**src/sv/pplhm_pkg.sv**
```systemverilog
package pplhm_pkg;

   localparam int PathCount = 5;
   localparam int BinCount  = 32;
   localparam int TableLen  = 32;
   localparam logic [19:0] MaxLatUs = 20'd1000000;

   typedef enum logic [1:0] {
      ACT_DELIVERED = 2'd0,
      ACT_FILTERED  = 2'd1,
      ACT_BOTTLENECK = 2'd2,
      ACT_SPARE     = 2'd3
   } action_type;

   typedef enum logic [3:0] {
      ST_IDLE,
      ST_READ,
      ST_UPDATE,
      ST_LAUNCH,
      ST_DIV_TP,
      ST_DIV_EFF,
      ST_DIV_LOSS,
      ST_DIV_MEAN,
      ST_DIV_MSQ,
      ST_SQRT,
      ST_WALK,
      ST_DONE
   } state_type;

   typedef struct packed {
      logic load;
      logic update;
      logic div_start;
      logic [2:0] div_sel;
      logic sqrt_start;
      logic walk_start;
      logic emit;
   } cmd_type;

   typedef struct packed {
      logic path_ok;
      logic div_done;
      logic sqrt_done;
      logic walk_done;
   } status_type;

   localparam logic [2:0] DIV_TP   = 3'd0;
   localparam logic [2:0] DIV_EFF  = 3'd1;
   localparam logic [2:0] DIV_LOSS = 3'd2;
   localparam logic [2:0] DIV_MEAN = 3'd3;
   localparam logic [2:0] DIV_MSQ  = 3'd4;

   function automatic logic [19:0] lat_bin_base(input logic [5:0] idx);
      logic [19:0] r;
      begin
         case (idx)
            6'd0: r = 20'd1;       6'd1: r = 20'd2;       6'd2: r = 20'd3;
            6'd3: r = 20'd4;       6'd4: r = 20'd6;       6'd5: r = 20'd10;
            6'd6: r = 20'd15;      6'd7: r = 20'd23;      6'd8: r = 20'd36;
            6'd9: r = 20'd56;      6'd10: r = 20'd87;     6'd11: r = 20'd135;
            6'd12: r = 20'd211;    6'd13: r = 20'd329;    6'd14: r = 20'd513;
            6'd15: r = 20'd801;    6'd16: r = 20'd1250;   6'd17: r = 20'd1952;
            6'd18: r = 20'd3047;   6'd19: r = 20'd4758;   6'd20: r = 20'd7430;
            6'd21: r = 20'd11602;  6'd22: r = 20'd18117;  6'd23: r = 20'd28289;
            6'd24: r = 20'd44174;  6'd25: r = 20'd68978;  6'd26: r = 20'd107711;
            6'd27: r = 20'd168193; 6'd28: r = 20'd262637; 6'd29: r = 20'd410113;
            6'd30: r = 20'd640401; 6'd31: r = 20'd1000000;
            default: r = 20'hFFFFF;
         endcase
         return r;
      end
   endfunction

endpackage

```
**src/sv/pplhm_ctrl.sv**
```systemverilog
module pplhm_ctrl (
   input  logic                   clock,
   input  logic                   reset,
   input  logic                   start,
   output logic                   busy,
   input  pplhm_pkg::status_type  status,
   output pplhm_pkg::cmd_type     cmd
);
   import pplhm_pkg::*;

   state_type state_ff, state_in;
   logic [2:0] sel_ff, sel_in;

   // hold state
   always_ff @(posedge clock) begin
      if (reset) begin
         state_ff <= ST_IDLE;
         sel_ff   <= DIV_TP;
      end else begin
         state_ff <= state_in;
         sel_ff   <= sel_in;
      end
   end

   // sequence one event: read, update, five divisions, root, walks, emit; a bad path ends at read
   always_comb begin
      state_in = state_ff;
      sel_in   = sel_ff;
      cmd      = '0;
      cmd.div_sel = sel_ff;
      busy     = (state_ff != ST_IDLE);
      unique case (state_ff)
         ST_IDLE: begin
            if (start) begin
               cmd.load = 1'b1;
               state_in = ST_READ;
            end
         end
         ST_READ: begin
            if (status.path_ok) begin
               state_in = ST_UPDATE;
            end else begin
               state_in = ST_IDLE;
            end
         end
         ST_UPDATE: begin
            cmd.update = 1'b1;
            state_in   = ST_LAUNCH;
         end
         // start the first division once the totals hold the event
         ST_LAUNCH: begin
            cmd.div_start = 1'b1;
            cmd.div_sel   = DIV_TP;
            sel_in        = DIV_TP;
            state_in      = ST_DIV_TP;
         end
         ST_DIV_TP, ST_DIV_EFF, ST_DIV_LOSS, ST_DIV_MEAN: begin
            if (status.div_done) begin
               cmd.div_start = 1'b1;
               sel_in        = sel_ff + 3'd1;
               cmd.div_sel   = sel_ff + 3'd1;
               state_in      = state_type'(state_ff + 4'd1);
            end
         end
         ST_DIV_MSQ: begin
            if (status.div_done) begin
               cmd.sqrt_start = 1'b1;
               state_in       = ST_SQRT;
            end
         end
         ST_SQRT: begin
            if (status.sqrt_done) begin
               cmd.walk_start = 1'b1;
               state_in       = ST_WALK;
            end
         end
         ST_WALK: begin
            if (status.walk_done) begin
               state_in = ST_DONE;
            end
         end
         ST_DONE: begin
            cmd.emit = 1'b1;
            state_in = ST_IDLE;
         end
         default: state_in = ST_IDLE;
      endcase
   end

endmodule

```
**config.mk**
```make
export PLATFORM = sky130hd
export DESIGN_NAME = pplhm_ctrl
export DESIGN_NICKNAME = d
export VERILOG_FILES = /design/src/sv/pplhm_pkg.sv /design/src/sv/pplhm_ctrl.sv
export SDC_FILE = /design/constraint.sdc
export NUM_CORES = 1
export LEC_CHECK = 0
export BUFFER_PORTS_ARGS = -buffer_cell sky130_fd_sc_hd__buf_2
export CAP_MARGIN = 5
export CORE_MARGIN = 3
export CORE_UTILIZATION = 45
export DETAILED_ROUTE_END_ITERATION = 10
export GPL_ROUTABILITY_DRIVEN = 0
export GPL_TIMING_DRIVEN = 0
export PLACE_DENSITY = 0.8
export SETUP_SLACK_MARGIN = 0.4
export SYNTH_ARGS = -nofsm -noshare
export SYNTH_HDL_FRONTEND = slang
export SYNTH_SLANG_ARGS = --single-unit
```
**constraint.sdc**
```tcl
create_clock -name clock -period 1.8 [get_ports clock]
set_input_delay 0.09 -clock clock [delete_from_list [all_inputs] [get_ports clock]]
set_output_delay 0.09 -clock clock [all_outputs]
set_load 0.005 [all_outputs]
```
==> impl_metrics.yaml, run 1 <==
run_status:
  run_status: "finished, violations left"
  violations: "negative setup slack"
drt:
  drt_iter0_markers: 22
  vias_per_cell: 5.65
  drt_pre_antenna_iters: 5
  routed_wl_mm: 1.59
  wl_per_cell_microns: 13.3
  drc: 0
  via_count: 678
  antenna_left: 0
clock_network:
  clockBufferDepth: 2
  numCtsBuffers: 3
  htree_levels: 1
  cts_tree: "built"
  clk_pin_slew_ns: 0.06
  clkLatencyLatePin_ns: 0.27
  cts_root_buf: "clkbuf_4"
  cts.sinks: 7
timing:
  skew_ns: 0.00735
  max_freq_mhz: 478
  setup_violations: 9
  period_share_pct: 116
  fin_setup_tns_ns: -1.65
  worst_pin_slew_ns: 0.352
  slew_viol_final: 0
  fin_ws_ns: -0.293
  rsz0062_at_grt: "yes"
  hold_violations: 0
  fin_crit_ns: 2.09
  slew_headroom_pct: 76.4
layout:
  final_util_pct: 68.6
  stdcell_count: 120
  diodes: 0
  layout_common_cells: "buf_2 (15), nand2_1 (9), dfxtp_1 (5)"
  layout_commonest_cell: "buf_2"
  nets: 118
  area_growth_pct: 39.2
  drive_above_1_share_pct: 51.4
pwr:
  vdd_drop_max_mv: 0.865
  seqPwrFrac_pct: 21.0
  p_sw_share_pct: 43.2
  combPwrFrac_pct: 65.8
  p_leak_nw: 0.430
  powerDensity_nw_per_um2: 1290
  power.switching_w: 0.000509
  power.internal_w: 0.000669
  power_w: 0.00118
  clkPwrFrac_pct: 13.2
global_route:
  grt_antenna_before_repair: 0
  grt-ovfl-total: 0
  grt_max_degree: 11
  track_usage_pct: 18.1
  grt_pass1_vias: 600
  grt_pass1_wl_mm: 2.59
worst_setup_path:
  criticalPathCategory: "reg -> out"
  endpoint_kind: "primary output"
  path_cells: "ha_2, or4_4, buf_6, a32oi_4, nand2_1, nand2_1, buf_2"
  crit_family: "simple AND/OR/NAND/NOR gates"
  setup.worst_path.start_class: "register"
  critPathBufInv: 2
  cp.arrival_ns: 2.00
  max_stage_delay_ns: 0.49
  worstPathRequired_ns: 1.71
  cp_slowest_cell: "or4_4"
  worst-path-max-fanout: 7
  cpMostUsedCell: "nand2_1"
synthesis:
  synth_seq_area_share_pct: 21.3
  syn_nets: 93
  ys_ff_latch: 7
  synth_cells: 81
  synth_ff_type: "dfxtp_1"
  synth_edf_count: 0
  synthDistinctLibCells: 34
  synth_area_sq_um: 657
  async_reset_ff_share_pct: 0
  yosys_warnings: 0
  syn_area_per_cell_sq_um: 8.11
flow_run:
  max_cap_violations: 0
floorplanning:
  io_pins: 17
  die_h_microns: 44.2
  die_area_sq_um: 1950
  placeableCoreArea_sq_um: 1330
  start_util_pct: 49.2
  die_x_microns: 44.2
  std_cell_rows: 13
placed_design:
  hpwl_mm: 1.06
  preCtsSetupSlack_ns: -0.0707
  io_buffers: 15
  dp_cells: 111
min_path:
  hp-class: "in -> reg"
[cells in the mapped netlist, types with 3 or more instances]
cell type / n / share of area, %
and3_2: 3 / 3.4
o21ai_0: 3 / 2.3
nand3_1: 3 / 2.3
nor3_1: 3 / 2.3
dfxtp_1: 7 / 21
mux2i_1: 4 / 6.1
nand2b_1: 4 / 3.8
inv_1: 5 / 2.9
a21oi_1: 4 / 3.0
nor2_1: 3 / 1.7
ha_1: 5 / 9.5
nor2b_1: 5 / 4.8
nand2_1: 9 / 5.1
[layer usage]
metal	GRT usage (%)	wire length [microns]	up-vias	share of wire (%)
met4	4.22	6	0	0.38
met2	28.5	795	16	50
met3	7.32	87	2	5.5
met1	23.1	703	320	44
li1	-	-	340	-
met5	0	0	-	0
[worst reg2reg max path, stage by stage, from the launching register on]
cell,delay (ns)
dfxtp_4,0.37
ha_2,0.25
or4_4,0.49
buf_6,0.15
a32oi_4,0.20
nand2_1,0.10
buf_4,0.14
buf_4,0.11
a21oi_1,0.10
[worst paths after layout]
check,to,cells past startpoint,from,slack (ns)
worst max-delay path,cmd[5],7,state_ff[0]$_SDFFE_PP0P_,-0.29
worst min-delay path,sel_ff[0]$_SDFFE_PP0P_,2,reset,0.18
worst max register to register,sel_ff[2]$_SDFFE_PP0P_,8,state_ff[0]$_SDFFE_PP0P_,-0.18
worst min register to register,sel_ff[0]$_SDFFE_PP0P_,2,sel_ff[0]$_SDFFE_PP0P_,0.50
[cells by family (layout without fill, tap and decap cells)]
logic type	Yosys count	in the layout	synth area share [%]
fa+ha+maj	5	5	9.52
flops	7	7	21.3
simple gates	39	39	33.5
mux	4	4	6.10
compound gates	17	17	23.0
buf+inv	9	33	6.47
[power by group through the flow]
stage	Combinational (W)	Clock (W)	Sequential, W
after CTS	0.000734	0.000155	0.000248
after global routing	0.000863	0.000163	0.000253
after detailed placement	0.000663	0	0.000251
after floorplan	0.000529	0	0.000241
after global placement	0.000654	0	0.000249
final	0.000776	0.000155	0.000248
[flip-flops by register name (all words and copies together) (netlist names)]
signal,count
state_ff,4
sel_ff,3
[metrics by stage]
step	hold slack, ns	instance area, sq um
floorplan	0.285	704
global placement	0.447	798
detailed placement	0.448	798
CTS	0.172	887
global route	0.205	915
finish	0.176	915
[layout make-up]
class                      instances  area [sq um]
clock inverter                     1          5.00
timing repair buffer              20           120
buffer                             4          30.0
fill                             109           419
tap                               15          18.8
clock buffer                       3          22.5
sequential                         7           148
inverter                           5          23.8
multi-input combinational         65           547
[repair_timing]
action                     4_1_cts  5_1_grt
buffers inserted                 5        0
pin swaps                        5        0
hold buffers                     0        0
hold endpoints to repair         0        0
setup endpoints to repair       15       17
resized for setup                6       10
Power figures use the tool's default switching activity.
==> run 2: changes to the inputs <==
--- a/config.mk
+++ b/config.mk
@@ -7,12 +7,14 @@
 export LEC_CHECK = 0
 export BUFFER_PORTS_ARGS = -buffer_cell sky130_fd_sc_hd__buf_2
 export CAP_MARGIN = 5
+export CELL_PAD_IN_SITES_DETAIL_PLACEMENT = 1
+export CELL_PAD_IN_SITES_GLOBAL_PLACEMENT = 2
 export CORE_MARGIN = 3
-export CORE_UTILIZATION = 45
+export CORE_UTILIZATION = 26
 export DETAILED_ROUTE_END_ITERATION = 10
 export GPL_ROUTABILITY_DRIVEN = 0
 export GPL_TIMING_DRIVEN = 0
-export PLACE_DENSITY = 0.8
+export PLACE_DENSITY = 0.81
 export SETUP_SLACK_MARGIN = 0.4
 export SYNTH_ARGS = -nofsm -noshare
 export SYNTH_HDL_FRONTEND = slang
==> run 2 against run 1 <==
The run still ends with negative setup slack left. Power grew 6.9%. Global-route usage fell by 5.6 points. Clock skew decreased by 0.0023 ns. Largest cell class unchanged.
==> impl_metrics.yaml, run 2 (synthesized netlist as in run 1, its figures left out) <==
drt:
  routed_wl_mm: 1.86
  via_count: 671
  drt_pre_antenna_iters: 4
  drc: 0
  antenna_left: 0
  vias_per_cell: 4.90
  drt_iter0_markers: 6
  wl_per_cell_microns: 13.6
pwr:
  p_leak_nw: 0.449
  clkPwrFrac_pct: 11.1
  seqPwrFrac_pct: 19.3
  p_sw_share_pct: 41.3
  powerDensity_nw_per_um2: 1290
  combPwrFrac_pct: 69.5
  power.internal_w: 0.000740
  power.switching_w: 0.000521
  vdd_drop_max_mv: 0.686
timing:
  skew_ns: 0.00501
  fin_crit_ns: 2.06
  whs_ns: 0.225
  max_freq_mhz: 484
  worst_pin_slew_ns: 0.405
  setup_violations: 10
  slew_viol_final: 0
  rsz0062_at_grt: "yes"
  hold_violations: 0
  period_share_pct: 115
  slew_headroom_pct: 73.0
  fin_ws_ns: -0.264
layout:
  layout_commonest_cell: "buf_2"
  largest_registers: "state_ff: 4 flops, sel_ff: 3 flops"
  top_register: "state_ff"
  layout_common_cells: "buf_2 (15), buf_4 (9), nand2_1 (8), dfxtp_1 (5)"
  fillers: 280
  final_util_pct: 42.5
  largest_reg_flops: 4
  area_growth_pct: 48.6
  final_cell_area_sq_um: 976
  diodes: 0
  nets: 122
  drive_above_1_share_pct: 55.0
global_route:
  grt_pass1_wl_mm: 3.19
  grt_antenna_before_repair: 0
  grt_max_degree: 11
  track_usage_pct: 12.5
  grt_pass1_vias: 729
  grt-ovfl-total: 0
min_path:
  min_to: "sel_ff[2]$_SDFFE_PP0P_"
  hp-class: "in -> reg"
  min_path_cells: 2
  holdCritStartpoint: "reset"
clock_network:
  cts.sinks: 7
  htree_levels: 1
  clkLatencyLatePin_ns: 0.25
  hold_buffers: 0
  cts_tree: "built"
  clockBufferDepth: 2
  clk_pin_slew_ns: 0.05
  cts_root_buf: "clkbuf_4"
  numCtsBuffers: 3
worst_setup_path:
  crit_start: "state_ff[1]$_SDFFE_PP0P_"
  criticalPathCategory: "reg -> out"
  cp.arrival_ns: 1.97
  r2r_slack_ns: -0.16
  rr_worst_depth: 9
  worstPathRequired_ns: 1.71
  cpMostUsedCell: "nand2_1"
  r2r-start: "state_ff[1]$_SDFFE_PP0P_"
  worst-path-max-fanout: 5
  r2r-end: "sel_ff[0]$_SDFFE_PP0P_"
  crit_family: "simple AND/OR/NAND/NOR gates"
  critPathBufInv: 3
  path_cells: "inv_4, ha_4, or4_4, buf_6, a32oi_4, nand2_1, nand2_1, buf_2"
  cp_slowest_cell: "or4_4"
  endpoint_kind: "primary output"
  max_stage_delay_ns: 0.53
  setup.worst_path.start_class: "register"
run_status:
  violations: "negative setup slack"
  run_status: "finished, violations left"
floorplanning:
  die_area_sq_um: 3170
  io_pins: 17
  placeableCoreArea_sq_um: 2300
  start_util_pct: 28.6
  die_h_microns: 56.3
  die_x_microns: 56.3
  std_cell_rows: 17
placed_design:
  hpwl_mm: 1.41
  place_area_sq_um: 815
  io_buffers: 15
flow_run:
  max_cap_violations: 0
run 2: final cells by class:
cell class / instances / area [sq um] / area share [%]
Multi-Input combinational cell: 65 / 567 / 58.1
Sequential cell: 7 / 148 / 15.1
Timing Repair Buffer: 24 / 146 / 15.0
Tap cell: 28 / 35.0 / 3.59
Buffer: 4 / 30.0 / 3.08
Clock buffer: 4 / 26.3 / 2.69
Inverter: 5 / 23.8 / 2.44
run 2: how the worst max path moves through the flow:
stage	to	slack, ns	cells past startpoint
floorplan	state_ff[2]$_SDFFE_PP0P_	0.07	7
global placement	cmd[3]	-0.07	8
detailed placement	cmd[5]	-0.1	8
CTS	cmd[3]	-0.32	8
global route	cmd[5]	-0.39	8
finish	cmd[5]	-0.26	8
run 2: metal layers:
| metal | vias to the layer above | GRT usage [%] | routed length [microns] |
|---|---|---|---|
| li1 | 342 | - | - |
| met1 | 313 | 15.3 | 837 |
| met2 | 14 | 20.9 | 926 |
| met3 | 2 | 1.38 | 83 |
| met4 | 0 | 7.12 | 11 |
| met5 | - | 0 | 0 |
run 2: metrics by stage:
stage	cells	total power, W	setup WS, ns	TNS [ns]
after floorplan	81	0.000770	0.0710	0
after global placement	124	0.000918	-0.0690	-0.214
after detailed placement	124	0.000945	-0.0970	-0.426
after CTS	136	0.00121	-0.317	-2.02
after global routing	137	0.00139	-0.386	-2.47
final	137	0.00126	-0.264	-1.61
run 2: what timing repair did:
action / in CTS / in global routing
buffers inserted: 8 / 1
pin swaps: 4 / 3
gates cloned: 0 / 0
setup endpoints to repair: 16 / 14
gates resized for setup: 8 / 10
run 2: power by group through the flow:
stage	clock, W	sequential [W]	combinational [W]
2_1_floorplan	0	0.000241	0.000529
3_3_place_gp	0	0.000248	0.000670
3_5_place_dp	0	0.000249	0.000696
4_1_cts	0.000145	0.000238	0.000823
5_1_grt	0.000164	0.000248	0.000973
6_report	0.000140	0.000244	0.000877
